**src/sv/khc_pkg.sv**
```systemverilog
// shared types and constants of the keypad hold classifier
`timescale 1ns / 1ps

package khc_pkg;

  // default parameter values
  localparam int NUM_KEYS_DEFAULT    = 9;
  localparam int TIMER_WIDTH_DEFAULT = 20;

  // field widths
  localparam int KEY_W    = 6;
  localparam int TICK_W   = 20;
  localparam int SWITCH_W = 4;
  localparam int STATUS_W = 2;
  localparam int REPORT_W = 8;
  localparam int CFG_INDEX_W = 2;

  // report byte layout
  localparam int               REL_BIT     = 6;
  localparam logic [KEY_W-1:0] REPEAT_CODE = 6'h3E;

  // command codes
  localparam logic CMD_TICK   = 1'b0;
  localparam logic CMD_REPORT = 1'b1;

  // key status codes
  localparam logic [STATUS_W-1:0] STATUS_PRESS  = 2'd0;
  localparam logic [STATUS_W-1:0] STATUS_SHORT  = 2'd1;
  localparam logic [STATUS_W-1:0] STATUS_LONG   = 2'd2;
  localparam logic [STATUS_W-1:0] STATUS_FAILED = 2'd3;

  // configuration register indexes
  localparam logic [CFG_INDEX_W-1:0] REG_HOLD_SHORT = 2'd0;
  localparam logic [CFG_INDEX_W-1:0] REG_HOLD_LONG  = 2'd1;
  localparam logic [CFG_INDEX_W-1:0] REG_STUCK      = 2'd2;
  localparam logic [CFG_INDEX_W-1:0] REG_KEY_TABLE  = 2'd3;

  // register reset values
  localparam logic [TICK_W-1:0] HOLD_SHORT_RESET = 20'd2000;
  localparam logic [TICK_W-1:0] HOLD_LONG_RESET  = 20'd4000;
  localparam logic [TICK_W-1:0] STUCK_RESET      = 20'd20000;

  // one result beat
  typedef struct packed {
    logic                key_event;
    logic [SWITCH_W-1:0] switch_num;
    logic [STATUS_W-1:0] hold_class;
    logic                keypad_failed;
  } result_t;

endpackage

```
**src/sv/khc_if.sv**
```systemverilog
// valid/ready channel interfaces for input items and result beats
`timescale 1ns / 1ps

interface khc_in_if;
  logic                         valid;
  logic                         ready;
  logic                         command;
  logic [khc_pkg::REPORT_W-1:0] key_report;

  modport source (output valid, output command, output key_report, input ready);
  modport sink   (input valid, input command, input key_report, output ready);
endinterface

interface khc_out_if;
  logic                         valid;
  logic                         ready;
  logic                         key_event;
  logic [khc_pkg::SWITCH_W-1:0] switch_num;
  logic [khc_pkg::STATUS_W-1:0] hold_class;
  logic                         keypad_failed;

  modport source (output valid, output key_event, output switch_num, output hold_class,
                  output keypad_failed, input ready);
  modport sink   (input valid, input key_event, input switch_num, input hold_class,
                  input keypad_failed, output ready);
endinterface

```
**src/sv/keypad_hold_classifier.sv**
```systemverilog
// keypad hold classifier top level: key release timing, stuck detection, switch lookup
// output: a result beat is registered in the output register, or in the skid register while rsp stalls
// throughput: one input beat per cycle while the skid stage is empty, set by the state update
// an output register plus one skid register keep cmd ready while one result waits
// reset (rst, synchronous): timers, flags, output and skid valid cleared, registers to defaults
`timescale 1ns / 1ps

module keypad_hold_classifier #(
  parameter int NUM_KEYS    = khc_pkg::NUM_KEYS_DEFAULT,
  parameter int TIMER_WIDTH = khc_pkg::TIMER_WIDTH_DEFAULT
) (
  input  logic                            clk,
  input  logic                            rst,
  khc_in_if.sink                          cmd,
  khc_out_if.source                       rsp,
  input  logic                            cfg_we,
  input  logic [khc_pkg::CFG_INDEX_W-1:0] cfg_index,
  input  logic [((khc_pkg::TICK_W > khc_pkg::KEY_W * NUM_KEYS) ?
                 khc_pkg::TICK_W : khc_pkg::KEY_W * NUM_KEYS) - 1:0] cfg_data
);

  // key table width and widest compare between a timer and a threshold
  localparam int TABLE_W = khc_pkg::KEY_W * NUM_KEYS;
  localparam int CMP_W   = (TIMER_WIDTH > khc_pkg::TICK_W) ? TIMER_WIDTH : khc_pkg::TICK_W;

  // configuration registers
  logic [khc_pkg::TICK_W-1:0] hold_short_ticks;
  logic [khc_pkg::TICK_W-1:0] hold_long_ticks;
  logic [khc_pkg::TICK_W-1:0] stuck_ticks;
  logic [TABLE_W-1:0]         key_code_table;

  // classifier state
  logic [khc_pkg::KEY_W-1:0]    saved_key,      saved_key_next;
  logic                         press_pending,  press_pending_next;
  logic [TIMER_WIDTH-1:0]       press_elapsed,  press_elapsed_next;
  logic                         repeat_active,  repeat_active_next;
  logic [TIMER_WIDTH-1:0]       repeat_elapsed, repeat_elapsed_next;
  logic [khc_pkg::SWITCH_W-1:0] last_switch,    last_switch_next;
  logic [khc_pkg::STATUS_W-1:0] last_status,    last_status_next;
  logic                         fail_latch,     fail_latch_next;

  // output register and skid stage
  khc_pkg::result_t out_res, skid_res, res;
  logic             out_valid, skid_valid;

  logic                      accept;
  logic [khc_pkg::KEY_W-1:0] key;
  logic                      is_release;
  logic                      event_hit;
  logic [khc_pkg::SWITCH_W-1:0] lookup_id;

  // new input is refused only while the skid stage is full
  assign cmd.ready  = !skid_valid;
  assign accept     = cmd.valid && cmd.ready;
  assign key        = cmd.key_report[khc_pkg::KEY_W-1:0];
  assign is_release = cmd.key_report[khc_pkg::REL_BIT];

  // configuration writes, data masked to each register's width
  always_ff @(posedge clk) begin
    if (rst) begin
      hold_short_ticks <= khc_pkg::HOLD_SHORT_RESET;
      hold_long_ticks  <= khc_pkg::HOLD_LONG_RESET;
      stuck_ticks      <= khc_pkg::STUCK_RESET;
      key_code_table   <= '0;
    end else if (cfg_we) begin
      case (cfg_index)
        khc_pkg::REG_HOLD_SHORT: hold_short_ticks <= cfg_data[khc_pkg::TICK_W-1:0];
        khc_pkg::REG_HOLD_LONG:  hold_long_ticks  <= cfg_data[khc_pkg::TICK_W-1:0];
        khc_pkg::REG_STUCK:      stuck_ticks      <= cfg_data[khc_pkg::TICK_W-1:0];
        khc_pkg::REG_KEY_TABLE:  key_code_table   <= cfg_data[TABLE_W-1:0];
        default: ;
      endcase
    end
  end

  // switch id lookup: lowest matching table entry wins, 0 if none
  always_comb begin
    lookup_id = '0;
    for (int k = NUM_KEYS - 1; k >= 0; k--) begin
      if (key_code_table[khc_pkg::KEY_W*k +: khc_pkg::KEY_W] == saved_key) begin
        lookup_id = khc_pkg::SWITCH_W'(k + 1);
      end
    end
  end

  // next state for the item on cmd
  always_comb begin
    saved_key_next      = saved_key;
    press_pending_next  = press_pending;
    press_elapsed_next  = press_elapsed;
    repeat_active_next  = repeat_active;
    repeat_elapsed_next = repeat_elapsed;
    last_switch_next    = last_switch;
    last_status_next    = last_status;
    fail_latch_next     = fail_latch;
    event_hit           = 1'b0;

    // a failed keypad freezes everything
    if (!fail_latch) begin
      if (cmd.command == khc_pkg::CMD_TICK) begin
        // saturating timers
        if (press_pending && !(&press_elapsed)) begin
          press_elapsed_next = press_elapsed + TIMER_WIDTH'(1);
        end
        if (repeat_active && !(&repeat_elapsed)) begin
          repeat_elapsed_next = repeat_elapsed + TIMER_WIDTH'(1);
        end
      end else if (!is_release) begin
        if (key == khc_pkg::REPEAT_CODE) begin
          // repeat code keeps the saved key and runs the stuck timer
          if (!repeat_active) begin
            repeat_active_next  = 1'b1;
            repeat_elapsed_next = '0;
          end else if (CMP_W'(repeat_elapsed) >= CMP_W'(stuck_ticks)) begin
            repeat_active_next  = 1'b0;
            repeat_elapsed_next = '0;
            last_status_next    = khc_pkg::STATUS_FAILED;
            fail_latch_next     = 1'b1;
          end
        end else begin
          // ordinary press restarts the hold timer
          saved_key_next      = key;
          press_pending_next  = 1'b1;
          press_elapsed_next  = '0;
          repeat_active_next  = 1'b0;
          repeat_elapsed_next = '0;
        end
      end else if (press_pending && key == saved_key) begin
        // matching release: classify by hold time
        if (CMP_W'(press_elapsed) >= CMP_W'(hold_long_ticks)) begin
          last_status_next = khc_pkg::STATUS_LONG;
        end else if (CMP_W'(press_elapsed) >= CMP_W'(hold_short_ticks)) begin
          last_status_next = khc_pkg::STATUS_SHORT;
        end else begin
          last_status_next = khc_pkg::STATUS_PRESS;
        end
        last_switch_next   = lookup_id;
        press_pending_next = 1'b0;
        press_elapsed_next = '0;
        event_hit          = 1'b1;
      end
    end
  end

  // result beat built from the updated state
  always_comb begin
    res.key_event     = event_hit;
    res.switch_num    = last_switch_next;
    res.hold_class    = last_status_next;
    res.keypad_failed = fail_latch_next;
  end

  // state update on each accepted beat
  always_ff @(posedge clk) begin
    if (rst) begin
      saved_key      <= '0;
      press_pending  <= 1'b0;
      press_elapsed  <= '0;
      repeat_active  <= 1'b0;
      repeat_elapsed <= '0;
      last_switch    <= '0;
      last_status    <= khc_pkg::STATUS_PRESS;
      fail_latch     <= 1'b0;
    end else if (accept) begin
      saved_key      <= saved_key_next;
      press_pending  <= press_pending_next;
      press_elapsed  <= press_elapsed_next;
      repeat_active  <= repeat_active_next;
      repeat_elapsed <= repeat_elapsed_next;
      last_switch    <= last_switch_next;
      last_status    <= last_status_next;
      fail_latch     <= fail_latch_next;
    end
  end

  // output register with one skid entry behind it
  always_ff @(posedge clk) begin
    if (rst) begin
      out_valid  <= 1'b0;
      skid_valid <= 1'b0;
    end else if (out_valid && !rsp.ready) begin
      // output stalled: a new result parks in the skid stage
      if (accept) begin
        skid_valid <= 1'b1;
      end
    end else if (skid_valid) begin
      out_valid  <= 1'b1;
      skid_valid <= 1'b0;
    end else begin
      out_valid <= accept;
    end
  end

  // payload registers, no reset needed
  always_ff @(posedge clk) begin
    if (out_valid && !rsp.ready) begin
      if (accept) begin
        skid_res <= res;
      end
    end else if (skid_valid) begin
      out_res <= skid_res;
    end else if (accept) begin
      out_res <= res;
    end
  end

  assign rsp.valid         = out_valid;
  assign rsp.key_event     = out_res.key_event;
  assign rsp.switch_num    = out_res.switch_num;
  assign rsp.hold_class    = out_res.hold_class;
  assign rsp.keypad_failed = out_res.keypad_failed;

endmodule

```
**src/flat_wrapper.sv**
```systemverilog
// flat-port wrapper written by rule: the top's interface ports become plain ports
module keypad_hold_classifier_flat 
#(
  parameter int NUM_KEYS    = khc_pkg::NUM_KEYS_DEFAULT,
  parameter int TIMER_WIDTH = khc_pkg::TIMER_WIDTH_DEFAULT
)
  (clk, rst, cfg_we, cfg_index, cfg_data, cmd_valid, cmd_command, cmd_key_report, cmd_ready, rsp_valid, rsp_key_event, rsp_switch_num, rsp_hold_class, rsp_keypad_failed, rsp_ready);
  khc_in_if cmd_i ();
  khc_out_if rsp_i ();
  input  logic clk;
  input  logic rst;
  input  logic cfg_we;
  input  logic [khc_pkg::CFG_INDEX_W-1:0] cfg_index;
  input  logic [((khc_pkg::TICK_W > khc_pkg::KEY_W * NUM_KEYS) ?
                 khc_pkg::TICK_W : khc_pkg::KEY_W * NUM_KEYS) - 1:0] cfg_data;
  input wire logic [$bits(cmd_i.valid)-1:0] cmd_valid;
  input wire logic [$bits(cmd_i.command)-1:0] cmd_command;
  input wire logic [$bits(cmd_i.key_report)-1:0] cmd_key_report;
  output wire logic [$bits(cmd_i.ready)-1:0] cmd_ready;
  output wire logic [$bits(rsp_i.valid)-1:0] rsp_valid;
  output wire logic [$bits(rsp_i.key_event)-1:0] rsp_key_event;
  output wire logic [$bits(rsp_i.switch_num)-1:0] rsp_switch_num;
  output wire logic [$bits(rsp_i.hold_class)-1:0] rsp_hold_class;
  output wire logic [$bits(rsp_i.keypad_failed)-1:0] rsp_keypad_failed;
  input wire logic [$bits(rsp_i.ready)-1:0] rsp_ready;
  assign cmd_i.valid = cmd_valid;
  assign cmd_i.command = cmd_command;
  assign cmd_i.key_report = cmd_key_report;
  assign cmd_ready = cmd_i.ready;
  assign rsp_valid = rsp_i.valid;
  assign rsp_key_event = rsp_i.key_event;
  assign rsp_switch_num = rsp_i.switch_num;
  assign rsp_hold_class = rsp_i.hold_class;
  assign rsp_keypad_failed = rsp_i.keypad_failed;
  assign rsp_i.ready = rsp_ready;
  keypad_hold_classifier #(.NUM_KEYS(NUM_KEYS), .TIMER_WIDTH(TIMER_WIDTH)) u_core (.clk(clk), .rst(rst), .cmd(cmd_i), .rsp(rsp_i), .cfg_we(cfg_we), .cfg_index(cfg_index), .cfg_data(cfg_data));
endmodule
```
**config.mk**
```make
export PLATFORM = sky130hd
export DESIGN_NAME = keypad_hold_classifier_flat
export DESIGN_NICKNAME = d
export VERILOG_FILES = /design/src/sv/khc_pkg.sv /design/src/sv/khc_if.sv /design/src/sv/keypad_hold_classifier.sv /design/src/flat_wrapper.sv
export SDC_FILE = /design/constraint.sdc
export NUM_CORES = 1
export LEC_CHECK = 0
export CAP_MARGIN = 20
export CORE_ASPECT_RATIO = 0.9
export CORE_UTILIZATION = 60
export CTS_BUF_LIST = sky130_fd_sc_hd__clkbuf_8
export DETAILED_ROUTE_END_ITERATION = 10
export DONT_BUFFER_PORTS = 1
export PLACE_DENSITY = 0.83
export SETUP_SLACK_MARGIN = 0.02
export SKIP_LAST_GASP = 1
export SYNTH_ARGS = -nofsm -noshare
export SYNTH_HDL_FRONTEND = slang
export SYNTH_SLANG_ARGS = --single-unit
```
**constraint.sdc**
```tcl
create_clock -name clk -period 4.8 [get_ports clk]
set_input_delay 1.44 -clock clk [delete_from_list [all_inputs] [get_ports clk]]
set_output_delay 1.44 -clock clk [all_outputs]
set_load 0.01 [all_outputs]
```
==> flow_summary.yaml <==
clock_network:
  cts_root_buf: "clkbuf_8"
  clock_latency_ns: 0.50
  postCtsSetupBuffers: 0
  ctsResizeCount: 0
  ctsHtreeMaxLevel: 4
  clk_pin_slew_ns: 0.11
  cts_tree: "built"
  hold_buffers: 0
  numCtsBuffers: 17
  cts.sinks: 187
  clockBufferDepth: 2
floorplan:
  dieHeight_um: 123
  start_util_pct: 61.1
  rows: 44
  chipWidth_um: 137
  dieArea_um2: 16900
  io_pins: 80
  core_um2: 16100
global_routing:
  antenna_found_initial: 0
  grt_usage_pct: 28.8
  grt_max_degree: 113
  grt_overflow: 0
  grt_pass1_wl_um: 37600
  grt_pass1_vias: 7611
logic_synthesis:
  syn_avg_cell_area_um2: 8.18
  synth_ff_type: "dfxtp_1"
  synth.cell_area_um2: 9830
  netlist_top_cells_count: "nand2_1 (263), dfxtp_1 (171), a21oi_1 (147), inv_1 (66), ha_1 (62)"
  yosysTopAreaCellShare_pct: 34.8
  syn-num-nets: 1333
  yosys-top-cells-area: "dfxtp_1 (35%), nand2_1 (10%), ha_1 (7.9%)"
  ys.warnings.count: 0
  synth-edff-count: 16
  synthDistinctLibCells: 71
  synthCells: 1201
  synth_seq_cells: 187
  synth_seq_area_share_pct: 39.7
  synth_top_area_cell: "dfxtp_1"
  synth_most_common_cell: "nand2_1"
  async_flop_share_pct: 0
critical_path:
  worstPathCellList: "nor3b_1 -> nand3_1 -> or2_2 -> a211oi_1 -> mux2i_1"
  max_stage_delay_ns: 0.62
  cp.required_ns: 5.22
  critPathLaunchType: "primary input"
  crit_path_max_fanout: 16
  critPathKind: "in2reg"
  critical_path.top_delay_family: "simple AND/OR/NAND/NOR gates"
  crit_path_top_delay_cell: "or2_2"
  setup.worst_path.end_class: "register"
  path_buf_inv: 0
  arrival_ns: 3.69
sta:
  setup_viol: 0
  skew_ns: 0.0165
  worstMarginPinSlew_ns: 1.04
  slew_violations: 0
  max_freq_ghz: 0.306
  rsz0062_at_grt: "false"
  min_period_ns: 3.27
  relSlewSlack_pct: 30.7
  finalHoldViolCount: 0
  fin_setup_tns_ns: 0
  post-route-period-util_pct: 68.2
power_and_ir_drop:
  p_leak_uw: 0.00393
  ir_drop_mv: 0.209
  powerDensity_nw_per_um2: 290
cells_and_area:
  area_delta_synth_final_pct: 5.12
  seqCellArea_um2: 3900
  num_antenna_cells: 0
  fillers: 1367
  layout-drive-gt1-share_pct: 5.86
  post-route-util_pct: 64.3
  fin_nets: 1297
  multi_input_area_um2: 5360
route:
  wire_per_inst_um: 16.9
  route.detailed.drc: 0
  drtPass1Iterations: 5
  vias_per_cell: 6.02
  vias: 8338
  ant_nets: 0
  drtIter0Drc: 698
  wirelength_um: 23400
worst_hold_path:
  min_path_type: "reg2reg"
run_status:
  status: "completed"
place:
  numPortBuffers: 0
  hpwl_um: 16400
  gp_congestion: 0.830
job:
  max_cap_viol_count: 0
==> cells by family after synthesis <==
group | count (synthesis) | synth area share (%)
AND/OR/NAND/NOR | 460 | 21.7
AO/OA/AOI/OAI | 279 | 17.8
flip-flops | 187 | 39.7
buffers and inverters | 136 | 5.82
XOR/XNOR | 70 | 6.24
adder cells (fa/ha/maj) | 62 | 7.89
multiplexers | 7 | 0.738
==> per-layer routing <==
layer	global-route usage (%)	vias up	wire length, um
li1	-	4122	-
met1	38.5	3886	10700
met2	44.4	282	10400
met3	8.41	48	1730
met4	9.75	0	552
met5	0	-	0
==> worst register-to-register path, delay by kind of cell, from the launching register on <==
kind / cells / cell delay (ns)
DFF: 1 / 0.82
AOI/OAI and AO/OA: 3 / 0.73
and+or+nand+nor: 2 / 0.59
buffers and inverters: 2 / 0.42
xor gates and xnor gates: 1 / 0.15
==> power by group <==
part	switching (uW)	total (uW)	internal (uW)
clock	678	1090	407
sequential	32.9	1650	1620
combinational	162	258	95.8
total	873	2990	2120
==> final timing paths <==
path         slack [ns]                          to                       start  cells after the start
max reg2reg        1.94    u_core.rsp.hold_class[0]         u_core.saved_key[3]                      8
min reg2reg        0.46  u_core.hold_long_ticks[19]  u_core.hold_long_ticks[19]                      2
max                1.53    u_core.press_elapsed[19]                   cmd_valid                      5
min                0.46  u_core.hold_long_ticks[19]  u_core.hold_long_ticks[19]                      2
==> layout make-up <==
class	count	area share, %
inverter	69	2.51
clock buffer	17	2.27
clock inverter	15	1.85
multi-input combinational	878	51.9
timing repair buffer	12	1.16
sequential	187	37.8
tap	207	2.51
==> metrics by stage <==
| step | instances | instance area [um2] | power [uW] | hold slack (ns) | worst slack [ns] |
|---|---|---|---|---|---|
| after floorplan | 1201 | 9830 | 1890 | 0.436 | 1.60 |
| after global placement | 1350 | 9850 | 1920 | 0.440 | 1.09 |
| after detailed placement | 1350 | 9850 | 1930 | 0.444 | 1.02 |
| after CTS | 1382 | 10300 | 3000 | 0.458 | 1.51 |
| after global routing | 1385 | 10300 | 3110 | 0.474 | 1.46 |
| final | 1385 | 10300 | 2990 | 0.457 | 1.53 |
==> state kept, by name, summed over array words and instances (netlist names) <==
register / count
u_core.rsp.keypad_failed: 1
u_core.press_pending: 1
u_core.key_code_table: 54
u_core.rsp.hold_class: 2
u_core.last_status: 2
u_core.press_elapsed: 20
u_core.hold_short_ticks: 20
u_core.rsp.valid: 1
u_core.hold_long_ticks: 20
u_core.stuck_ticks: 20
u_core.last_switch: 4
u_core.skid_res: 8
u_core.saved_key: 6
u_core.repeat_elapsed: 20
u_core.rsp.switch_num: 4
u_core.fail_latch: 1
u_core.rsp.key_event: 1
u_core.skid_valid: 1
u_core.repeat_active: 1
==> layout by cell type, fill, tap and decap left out, drive strengths merged, types with 12 or more instances in the layout <==
master	count
nor2	42
o211ai	24
xnor2	40
dfxtp	171
xor2	30
o31ai	18
nor3	20
nand3	32
inv	75
nand2	263
nand4	24
nor4	12
edfxtp	16
or4	16
clkbuf	18
ha	62
a21oi	147
o21ai	31
Power figures use the tool's default switching activity.
